<file path="src/hw/rtl/ksa_pkg.sv">
// Shared types and constants for the keyed slot allocator with expiry.
// Holds the item structs, the configuration struct and the register map.
// No dependencies.
`default_nettype none

package ksa_pkg;

    localparam int SLOT_COUNT_DEF = 128;
    localparam int KEY_BITS_DEF   = 16;

    localparam int APB_ADDR_W = 4;
    localparam int APB_DATA_W = 32;

    // Register indexes, taken from paddr[3:2].
    localparam logic [1:0] REG_ENABLE   = 2'd0;
    localparam logic [1:0] REG_INIT_SZ  = 2'd1;
    localparam logic [1:0] REG_GROWTH   = 2'd2;
    localparam logic [1:0] REG_LIFETIME = 2'd3;

    localparam logic        RST_ENABLE   = 1'b1;
    localparam logic [15:0] RST_INIT_SZ  = 16'd10;
    localparam logic [7:0]  RST_GROWTH   = 8'd1;
    localparam logic [15:0] RST_LIFETIME = 16'd500;

    // Codes for the choice_kind field of a result item.
    localparam logic [1:0] KIND_MATCH   = 2'd0;
    localparam logic [1:0] KIND_EXPIRED = 2'd1;
    localparam logic [1:0] KIND_FORCED  = 2'd2;
    localparam logic [1:0] KIND_NONE    = 2'd3;

    localparam logic MODE_ALLOC  = 1'b0;
    localparam logic MODE_UPDATE = 1'b1;

    typedef struct packed {
        logic        mode;
        logic [15:0] owner_key;
        logic [31:0] current_time;
    } t_in_item;

    typedef struct packed {
        logic [6:0] slot_index;
        logic [1:0] choice_kind;
        logic [7:0] live_count;
    } t_out_item;

    typedef struct packed {
        logic        enable;
        logic [15:0] initial_size;
        logic [7:0]  growth_step;
        logic [15:0] lifetime_ticks;
    } t_cfg;

endpackage

`default_nettype wire

</file>
<file path="src/hw/rtl/ksa_cfg.sv">
// Configuration register file behind the APB-style port.
// Depends on ksa_pkg for the register map and the t_cfg struct.
`default_nettype none

module ksa_cfg
    import ksa_pkg::*;
(
    input  wire logic                  i_clk,
    input  wire logic                  i_rst_n,
    input  wire logic                  psel,
    input  wire logic                  penable,
    input  wire logic                  pwrite,
    input  wire logic [APB_ADDR_W-1:0] paddr,
    input  wire logic [APB_DATA_W-1:0] pwdata,
    output logic      [APB_DATA_W-1:0] prdata,
    output logic                       pready,
    output t_cfg                       o_cfg
);

    t_cfg r_cfg;
    logic [1:0] reg_idx;

    assign reg_idx = paddr[3:2];
    assign pready  = 1'b1;
    assign o_cfg   = r_cfg;

    always_ff @(posedge i_clk) begin
        if (!i_rst_n) begin
            r_cfg.enable         <= RST_ENABLE;
            r_cfg.initial_size   <= RST_INIT_SZ;
            r_cfg.growth_step    <= RST_GROWTH;
            r_cfg.lifetime_ticks <= RST_LIFETIME;
        end else if (psel && penable && pwrite) begin
            unique case (reg_idx)
                REG_ENABLE:   r_cfg.enable         <= pwdata[0];
                REG_INIT_SZ:  r_cfg.initial_size   <= pwdata[15:0];
                REG_GROWTH:   r_cfg.growth_step    <= pwdata[7:0];
                REG_LIFETIME: r_cfg.lifetime_ticks <= pwdata[15:0];
                default: ;
            endcase
        end
    end

    always_comb begin
        unique case (reg_idx)
            REG_ENABLE:   prdata = APB_DATA_W'(r_cfg.enable);
            REG_INIT_SZ:  prdata = APB_DATA_W'(r_cfg.initial_size);
            REG_GROWTH:   prdata = APB_DATA_W'(r_cfg.growth_step);
            REG_LIFETIME: prdata = APB_DATA_W'(r_cfg.lifetime_ticks);
            default:      prdata = '0;
        endcase
    end

endmodule

`default_nettype wire

</file>
<file path="config.mk">
export PLATFORM = sky130hd
export DESIGN_NAME = ksa_cfg
export DESIGN_NICKNAME = d
export VERILOG_FILES = /design/src/hw/rtl/ksa_pkg.sv /design/src/hw/rtl/ksa_cfg.sv
export SDC_FILE = /design/constraint.sdc
export NUM_CORES = 1
export LEC_CHECK = 0
export BUFFER_PORTS_ARGS = -buffer_cell sky130_fd_sc_hd__buf_4
export CAP_MARGIN = 20
export CORE_MARGIN = 8
export CORE_UTILIZATION = 35
export DETAILED_ROUTE_END_ITERATION = 6
export PLACE_DENSITY = 0.78
export RECOVER_POWER = 25
export SETUP_SLACK_MARGIN = 0.5
export SLEW_MARGIN = 15
export SYNTH_ARGS = -nofsm -noshare
export SYNTH_HDL_FRONTEND = slang
export SYNTH_SLANG_ARGS = --single-unit
</file>
<file path="constraint.sdc">
create_clock -name i_clk -period 1.8 [get_ports i_clk]
set_clock_uncertainty 0.15 [all_clocks]
set_input_delay 0.36 -clock i_clk [delete_from_list [all_inputs] [get_ports i_clk]]
set_output_delay 0.36 -clock i_clk [all_outputs]
set_load 0.02 [all_outputs]
</file>
# Word-level counts from Yosys, hierarchy flattened
# Cells that the tools add are included.
[op_classes]
eq_ne = 3
muxes = 1
n_reduce_logical = 7
[ops]
columns = ["operator", "n"]
rows = [
  ["32-bit case mux with 4 select lines", 1],
  ["2-bit AND reduction", 4],
  ["2-bit == test, second input constant", 2],
  ["2-bit by 1-bit == test with 1-bit output, second input constant", 1],
  ["1-bit logical AND", 2],
  ["2-bit logical NOT", 1],
]
[totals]
ff_bits = 41
out_inout_bits = 74
wordCells = 15

# Logic depth before layout (Yosys ltp)
# Gate-level depths: netlist (run 1).
[depth]
ltp_word = 3
depth_mapped = 6

# Least setup slack after synthesis (run 1)
# Ideal clock, no wire load.
[synth_timing]
path_type = "input -> output"
startpoint = "input paddr[2]"
endpoint = "output prdata[1]"
t_arrival_ps = 1149
required_ps = 1290
slack_ps = 141
path_stages = 3
cell_sequence = "buf_2 > mux2_1 > a22o_1"
[synth_between]
elab_chain_cells = 2
elab_cells_between_ends = 5
cone_classes = "3 x eq/ne; 1 x mux; 1 x reduce/logical"
[synth_lines]
columns = ["element", "line", "rtl"]
rows = [
  ["start, declared", "ksa_cfg.sv:13", "input wire logic [APB_ADDR_W-1:0] paddr,"],
  ["2-bit == test, or another cell as far along", "ksa_cfg.sv:45", "unique case (reg_idx)"],
  ["32-bit case mux with 4 select lines *", "ksa_cfg.sv:45", ""],
  ["end, declared", "ksa_cfg.sv:15", "output logic [APB_DATA_W-1:0] prdata,"],
]
# Mark *: on every way between the ends. The rest lies on a longest branch, timed or not. The select of a mux whose other input is x is not followed.

# Final worst setup path (run 1)
[layout_timing]
startpoint = "input paddr[2]"
endpoint = "output prdata[2]"
# Same word-level chain as after synthesis.

==> out/results.ini, run 1 <==
[timing]
finalCritPeriodShare_pct=97.6
max_slew_margin_pct=63.6
fmaxAchievable_mhz=569
finalSetupViolCount=0
slew_viol_final=0
min_period_ns=1.76
final-hold-violation-count=0
worst_pin_slew_ns=0.546
rsz0062_at_grt=true

[worst_setup_path]
crit_type=in2out
r2r_cells=4
cp-end-kind=output pin
slowest_stage=mux2_4
critPathMaxFanout=7
required_ns=1.29
path_cells=buf_8 > buf_12 > mux2_4 > a22o_4 > buf_6
crit_start=paddr[2]
worstPathArrival_ns=1.25
crit_buf_inv=3
cpLargestDelayFamily=buffers and inverters
start_kind=input port
r2r_slack_ns=0.87
timing.rr.start=o_cfg[23]
cp_slowest_stage_delay_ns=0.30
r2r-end=o_cfg[23]

[drt]
totalWireLength_microns=6700
post_drt_wl_per_cell_microns=16.7
drtAntennaViolNets=0
vias=1913
first_pass_iters=4
vias_per_cell=4.76
drt_iter0_drc=58
drc=0

[global_routing]
grt_usage_pct=13.9
antenna_found_initial=0
grt_max_degree=33
overflow=0
grt_pass1_vias=1870
grt_pass1_wl_microns=9610

[finish]
diodes=0
final_common_cell=buf_6
layout_common_cells=52 x buf_6, 47 x nand2_1, 47 x buf_4, 33 x mux2i_1, 24 x dfxtp_2
drive_above_1_share_pct=58.4
design_area_sq_um=3540
largest_register_ff_count=41
syn_to_final_growth_pct=72.2
final_nets=368

[pwr]
ir_drop_mv=0.304
sw_frac_of_total_pct=26.7
finalPower_mw=1.93
clkPwrFrac_pct=31.1
p_seq_share_pct=47.8
p_per_area_nw_per_um2=544
p_leak_nw=1.58
internal_power_mw=1.41
comb_power_share_pct=21.1
power_switching_uw=515

[clock_tree]
clk_path_buf_depth=2
h-tree-depth=2
clk_latency_ns=0.28
cts_sinks=41
cts_tree=built
clk_pin_slew_worst_paths_ns=0.08
cts_root_buf=clkbuf_8
cts_made_buffers=5

[yosys]
synth_top_cells_by_area=dfxtp_1 40%, mux2i_1 19%, nand2_1 8.6%
synthArstFlopShare_pct=0
synth_edf_count=0
synthesis.area_sq_um=2060
ys_types=27
synth_area_per_cell_sq_um=9.26
synthFlopType=dfxtp_1
ys_seq_elements=41
synth_top_area_share_pct=39.9
synth_cells=222
yosys_warnings=0
synth_top_cell_by_area=dfxtp_1
yosysSeqAreaShare_pct=39.9

[die]
io_pins=115
start_util_pct=35.3
fp.coreArea_sq_um=5820
die_h_microns=92.6
row_count=28
die_w_microns=92.6
die_area_sq_um=8580

[hold_path]
min_to=o_cfg[27]
whs_path_depth=3
hold_class=in2reg
min_from=pwdata[3]

[placed_design]
postPlaceCellArea_sq_um=2850
portBuffers=79
place_hpwl_microns=4350
place_congestion=0.790

[flow_run]
maxCapViolCount=0

[status]
status=completed

==> cells in the mapped netlist (3+ instances only) <==
library cell / instances
a22o_1: 7
buf_2: 5
buf_4: 18
buf_6: 3
clkbuf_1: 6
dfxtp_1: 41
inv_1: 9
mux2_1: 7
mux2i_1: 40
nand2_1: 47
nor2_1: 9
o211ai_1: 6
o21ai_1: 6
==> area by class of cell <==
type / instances / area [sq um]
tap: 75 / 93.8
inverter: 9 / 33.8
timing repair buffer: 114 / 1160
fill: 472 / 2270
sequential: 41 / 896
clock buffer: 7 / 86.3
multi-input combinational: 156 / 1270
==> worst min-delay path: stages <==
cell      delay [ns]
buf_4           0.08
nand3_1         0.07
o211ai_2        0.07
==> timing repair <==
item | CTS | global route
setup buffers | 8 | 16
pin swaps | 2 | 2
setup endpoints to repair | 79 | 75
hold buffers | 0 | 0
resized for setup | 65 | 70
cloned | 1 | 1
==> routing by layer <==
layer	track usage (%)	share of wire [%]	vias to the layer above
met5	0	0	-
met2	25.0	52	73
met1	15.6	41	907
li1	-	-	926
met4	3.76	0.78	0
met3	3.96	6.5	7
==> per-stage QoR <==
step | setup slack (ns) | instances | hold WS (ns) | TNS [ns] | util [%]
6_report | 0.0428 | 402 | 0.180 | 0 | 60.9
5_1_grt | 0.0108 | 402 | 0.169 | 0 | 60.9
4_1_cts | 0.0335 | 385 | 0.173 | 0 | 55.1
3_5_place_dp | -0.0149 | 369 | 0.316 | -0.0548 | 48.9
3_3_place_gp | -0.0120 | 369 | 0.311 | -0.0283 | 48.9
2_1_floorplan | 0.254 | 237 | 0.352 | 0 | -
==> power by group through the flow <==
stage               combinational, mW  clock, mW  sequential, mW
floorplan                       0.227          0           0.967
global placement                0.331          0           0.952
detailed placement              0.336          0           0.952
CTS                             0.373      0.617           0.932
global route                    0.430      0.675           0.922
finish                          0.407      0.599           0.920
==> worst max path at each step <==
| stage | end | depth (start not counted) |
|---|---|---|
| 3_5_place_dp | prdata[2] | 5 |
| 6_report | prdata[2] | 5 |
| 2_1_floorplan | prdata[0] | 2 |
| 5_1_grt | o_cfg[35] | 4 |
| 3_3_place_gp | prdata[2] | 5 |
| 4_1_cts | prdata[2] | 5 |
==> cell families after synthesis <==
group	after synthesis	synth area share, %
AND/OR/NAND/NOR	67	14.7
buffers and inverters	41	12.2
AO/OA/AOI/OAI	23	8.40
flip-flops	41	39.9
other	2	0.365
multiplexers	48	24.4
No activity file was read; power rests on OpenSTA's default activity.
==> run 2, diff against run 1 <==
BUFFER_PORTS_ARGS = -buffer_cell sky130_fd_sc_hd__clkbuf_2   (was -buffer_cell sky130_fd_sc_hd__buf_4)
==> run 2 against run 1 <==
Effect of this change: worst setup slack got worse by 0.012 ns; utilization increased by 1.2 points; sequential share of layout area decreased by 0.18 points; combinational power decreased by 1%; highest routed layer unchanged; non-clock buffer count decreased by 6; worst hold slack got worse by 0.016 ns.
==> out/results.ini, run 2 (synthesized netlist as in run 1, its figures left out) <==
[status]
status=completed

[clock_tree]
clk_latency_ns=0.28  ; about the same
cts_tree=built
cts_made_buffers=5  ; unchanged
h-tree-depth=2  ; unchanged
cts_sinks=41  ; unchanged
clk_pin_slew_worst_paths_ns=0.07  ; about the same
clk_path_buf_depth=2  ; unchanged
cts_root_buf=clkbuf_8
cts_hold_buf=0  ; unchanged

[global_routing]
grt_max_degree=29  ; -12%
grt_usage_pct=14.2  ; +0.28 points
grt_pass1_vias=1905  ; +1.9%
overflow=0  ; unchanged
grt_pass1_wl_microns=9650  ; +0.36%
antenna_found_initial=0  ; unchanged

[drt]
drc=0  ; unchanged
post_drt_wl_per_cell_microns=16.7  ; about the same
vias=1885  ; -1.5%
drt_iter0_drc=39  ; -33%
drtAntennaViolNets=0  ; unchanged
first_pass_iters=4  ; unchanged
vias_per_cell=4.77  ; +0.28%
totalWireLength_microns=6580  ; -1.8%

[finish]
drive_above_1_share_pct=58.4  ; about the same
final_nets=361  ; -1.9%
syn_to_final_growth_pct=75.7
largest_register_ff_count=41  ; unchanged
diodes=0  ; unchanged
final_common_cell=nand2_1
layout_common_cells=47 x nand2_1, 34 x mux2i_1, 28 x clkbuf_8, 27 x dfxtp_2, 26 x buf_8

[timing]
final-hold-violation-count=0  ; unchanged
max_slew_margin_pct=65.5  ; +1.9 points
finalCritPeriodShare_pct=98.3  ; +0.69 points
tns_ns=0  ; unchanged
slew_viol_final=0  ; unchanged
min_period_ns=1.77  ; +0.0124 ns
worst_pin_slew_ns=0.517  ; -0.0292 ns
finalSetupViolCount=0  ; unchanged
fmaxAchievable_mhz=565  ; -0.70%
holdWs_ns=0.163  ; -0.0165 ns
rsz0062_at_grt=true

[hold_path]
whs_path_depth=3  ; unchanged
min_from=pwdata[9]
hold_class=in2reg
min_to=o_cfg[9]

[pwr]
p_per_area_nw_per_um2=533  ; -2.1%
ir_drop_mv=0.287  ; -5.7%
p_leak_nw=1.60  ; +1.4%

[worst_setup_path]
r2r_slack_ns=0.86  ; about the same
worstPathArrival_ns=1.26  ; about the same
cp-end-kind=output pin
critPathMaxFanout=8  ; +1
start_kind=input port
r2r-end=o_cfg[0]
required_ns=1.29  ; about the same
crit_type=in2out
r2r_cells=4  ; unchanged
timing.rr.start=o_cfg[0]

[die]
die_w_microns=92.6  ; unchanged
io_pins=115  ; unchanged
fp.coreArea_sq_um=5820  ; unchanged
die_h_microns=92.6  ; unchanged
start_util_pct=35.3  ; unchanged
die_area_sq_um=8580  ; unchanged
row_count=28  ; unchanged

[placed_design]
place_congestion=0.781  ; -1.1%
portBuffers=79  ; unchanged
place_hpwl_microns=4250  ; -2.3%

[flow_run]
maxCapViolCount=0  ; unchanged

==> run 2: through the flow <==
step                      worst slack, ns  area [sq um]  total power [mW]  instances  utilization, %
final                              0.0304          3610              1.92        395            62.1
after global routing              0.00963          3610              2.01        395            62.1
after CTS                         0.00167          3390              1.94        386            58.3
after detailed placement          -0.0399          2640              1.26        370            45.4
after global placement            -0.0280          2640              1.25        370            45.4
after floorplan                     0.254          2300              1.19        237               -
==> run 2: power breakdown <==
| group | switching (mW) | internal [mW] | total (mW) |
|---|---|---|---|
| Combinational | 0.204 | 0.197 | 0.402 |
| Sequential | 0.0155 | 0.903 | 0.919 |
| Clock | 0.298 | 0.304 | 0.602 |
| Total | 0.518 | 1.41 | 1.92 |
==> run 2: repair_timing <==
action	CTS	global route
buffers inserted	8	9
pin swaps	1	1
setup endpoints to repair	81	71
cloned	1	0
resized for setup	155	84
==> run 2: worst max-delay path by stage <==
stage / cells after the start / slack (ns) / start / endpoint
2_1_floorplan: 2 / 0.25 / paddr[3] / prdata[0]
3_5_place_dp: 5 / -0.04 / paddr[2] / prdata[4]
5_1_grt: 3 / 0.01 / o_cfg[17] / prdata[1]
3_3_place_gp: 5 / -0.03 / paddr[2] / prdata[2]
6_report: 5 / 0.03 / paddr[2] / prdata[4]
4_1_cts: 5 / 0.002 / paddr[2] / prdata[4]
==> run 2: area by class of cell <==
cell class / instances / area, sq um
Clock buffer: 7 / 86.3
Fill cell: 451 / 2200
Inverter: 9 / 36.3
Multi-Input combinational cell: 155 / 1230
Sequential cell: 41 / 907
Tap cell: 75 / 93.8
Timing Repair Buffer: 108 / 1260
==> run 2: per-layer routing <==
metal	vias up	track usage, %	share of wire, %
li1	906	-	-
met1	904	14.8	38
met2	64	26.0	54
met3	11	4.69	6.7
met4	0	4.43	1.4
met5	-	0	0
==> run 2: worst max-delay path, stage by stage <==
cell,delay (ns)
buf_8,0.10
buf_12,0.14
mux2_4,0.30
a22o_4,0.22
buf_8,0.13
==> run 3, diff against run 2 <==
--- a/config.mk
+++ b/config.mk
@@ -6,10 +6,10 @@
 export NUM_CORES = 1
 export LEC_CHECK = 0
-export BUFFER_PORTS_ARGS = -buffer_cell sky130_fd_sc_hd__clkbuf_2
 export CAP_MARGIN = 20
 export CORE_MARGIN = 8
-export CORE_UTILIZATION = 35
+export CORE_UTILIZATION = 40
 export DETAILED_ROUTE_END_ITERATION = 6
-export PLACE_DENSITY = 0.78
+export DONT_BUFFER_PORTS = 1
+export PLACE_DENSITY = 0.66
 export RECOVER_POWER = 25
 export SETUP_SLACK_MARGIN = 0.5
==> constraint.sdc (replaced) <==
create_clock -name i_clk -period 1.8 [get_ports i_clk]
set_clock_uncertainty 0.15 [all_clocks]
set_input_delay 0.45 -clock i_clk [delete_from_list [all_inputs] [get_ports i_clk]]
set_output_delay 0.45 -clock i_clk [all_outputs]
set_load 0.02 [all_outputs]
==> run 3 against run 2 <==
Effect of this change: critical path depth decreased by 3; sequential share of layout area up 10 points; register-to-register slack lost 0.09 ns; total power fell by 10%; worst hold slack worse by 0.079 ns; die area fell by 10%; cell count down 23%; global-route usage grew 0.44 points; sequential power is 0.5% lower; routed wire length shrank 13%; clock power barely moved; largest cell class is now multi-input gates; highest routed layer unchanged.
==> out/results.ini, run 3 (synthesized netlist as in run 1, its figures left out) <==
[pwr]
p_leak_nw=1.07  ; -33%
p_seq_share_pct=53.0  ; +5.2 points
internal_power_mw=1.28  ; -8.6%
power_switching_uw=438  ; -15%
comb_power_share_pct=12.2  ; -8.7 points
finalPower_mw=1.72  ; -10%
ir_drop_mv=0.350  ; +22%
sw_frac_of_total_pct=25.5  ; -1.5 points
clkPwrFrac_pct=34.8  ; +3.5 points
p_per_area_nw_per_um2=649  ; +22%

[hold_path]
hold_class=in2reg

[worst_setup_path]
worstPathArrival_ns=1.18  ; -0.08 ns
critPathMaxFanout=3  ; -5
crit_type=reg2out
required_ns=1.20  ; -0.09 ns
start_kind=flip-flop
cp-end-kind=output pin

[clock_tree]
clk_latency_ns=0.28  ; about the same
cts_made_buffers=5  ; unchanged
cts_tree=built
h-tree-depth=2  ; unchanged
cts_root_buf=clkbuf_8
cts_hold_buf=0  ; unchanged
clk_path_buf_depth=2  ; unchanged
cts_sinks=41  ; unchanged
clk_pin_slew_worst_paths_ns=0.07  ; about the same

[timing]
finalCritPeriodShare_pct=99.1  ; +0.82 points
worst_pin_slew_ns=0.688  ; +0.171 ns
max_slew_margin_pct=54.1  ; -11 points
min_period_ns=1.78  ; +0.0148 ns
rsz0062_at_grt=true
final-hold-violation-count=0  ; unchanged
slew_viol_final=0  ; unchanged
holdWs_ns=0.0845  ; -0.0789 ns
finalSetupViolCount=0  ; unchanged
fmaxAchievable_mhz=560  ; -0.83%

[drt]
totalWireLength_microns=5710  ; -13%
vias=1521  ; -19%
post_drt_wl_per_cell_microns=18.6  ; +12%
drc=0  ; unchanged
drtAntennaViolNets=0  ; unchanged
first_pass_iters=4  ; unchanged
vias_per_cell=4.97  ; +4.2%
drt_iter0_drc=52  ; +33%

[finish]
fin_util_pct=52.6  ; -9.5 points
syn_to_final_growth_pct=29.0
design_area_sq_um=2650  ; -27%
layout_common_cells=47 x nand2_1, 33 x mux2i_1, 25 x dfxtp_4, 18 x buf_6, 17 x conb_1
drive_above_1_share_pct=44.5  ; -14 points
diodes=0  ; unchanged
finalNonFillerCells=306  ; -23%
largest_register_ff_count=41  ; unchanged
final_common_cell=nand2_1
final_nets=277  ; -23%

[die]
io_pins=115  ; unchanged
start_util_pct=40.8  ; +5.4 points
die_area_sq_um=7690  ; -10%
die_h_microns=87.7  ; -5.3%
row_count=26  ; -7.1%
fp.coreArea_sq_um=5040  ; -13%
die_w_microns=87.7  ; -5.3%

[flow_run]
maxCapViolCount=0  ; unchanged

[global_routing]
overflow=0  ; unchanged
grt_pass1_vias=1669  ; -12%
grt_usage_pct=14.6  ; +0.44 points
grt_pass1_wl_microns=8690  ; -9.9%
grt_max_degree=59  ; +100%
antenna_found_initial=0  ; unchanged

[placed_design]
place_congestion=0.744  ; -4.7%
place_inst=295  ; -20%
place_hpwl_microns=3890  ; -8.4%
postPlaceCellArea_sq_um=2270  ; -14%
portBuffers=0  ; -100%

[status]
status=completed

==> run 3: critical path, cell delays in order (launching register included) <==
cell     delay (ns)
dfxtp_4        0.38
mux2_4         0.28
a22o_4         0.25
==> run 3: final timing paths <==
| kind | slack [ns] | endpoint | cells after the start | from |
|---|---|---|---|---|
| worst max register to register | 0.77 | o_cfg[40] | 4 | o_cfg[40] |
| worst min-delay path | 0.08 | o_cfg[25] | 1 | i_rst_n |
| worst max-delay path | 0.02 | prdata[6] | 2 | o_cfg[22] |
| worst min register to register | 0.37 | o_cfg[21] | 2 | o_cfg[21] |
==> run 3: final cells by class <==
type                       count  area [sq um]
fill                         466          2390
timing repair buffer          24           258
multi-input combinational    155          1250
tap                           70          87.6
clock buffer                   7          86.3
sequential                    41           933
inverter                       9          37.5
==> run 3: timing repair <==
item,4_1_cts,5_1_grt
setup endpoints to repair,77,53
setup buffers,3,1
endpoints found under the hold margin,0,0
resized for setup,93,8
pin swaps,1,1
==> run 3: per-layer routing <==
layer | track usage, % | up-vias | wire [microns]
met1 | 14.7 | 707 | 2090
met4 | 3.91 | 0 | 30
met2 | 26.2 | 69 | 2960
met3 | 6.94 | 6 | 624
li1 | - | 739 | -
met5 | 0 | - | 0
==> run 3: metrics by stage <==
stage / setup WS, ns / TNS (ns)
after floorplan: 0.0741 / 0
after global placement: 0.0579 / 0
after detailed placement: 0.0661 / 0
after global routing: -0.0166 / -0.0631
after CTS: -0.00101 / -0.00101
final: 0.0156 / 0
==> run 3: power by group through the flow <==
stage | Combinational [mW] | Clock, mW | Sequential [mW]
2_1_floorplan | 0.227 | 0 | 0.967
3_3_place_gp | 0.190 | 0 | 0.962
3_5_place_dp | 0.191 | 0 | 0.962
4_1_cts | 0.208 | 0.620 | 0.914
5_1_grt | 0.225 | 0.656 | 0.915
6_report | 0.210 | 0.599 | 0.914
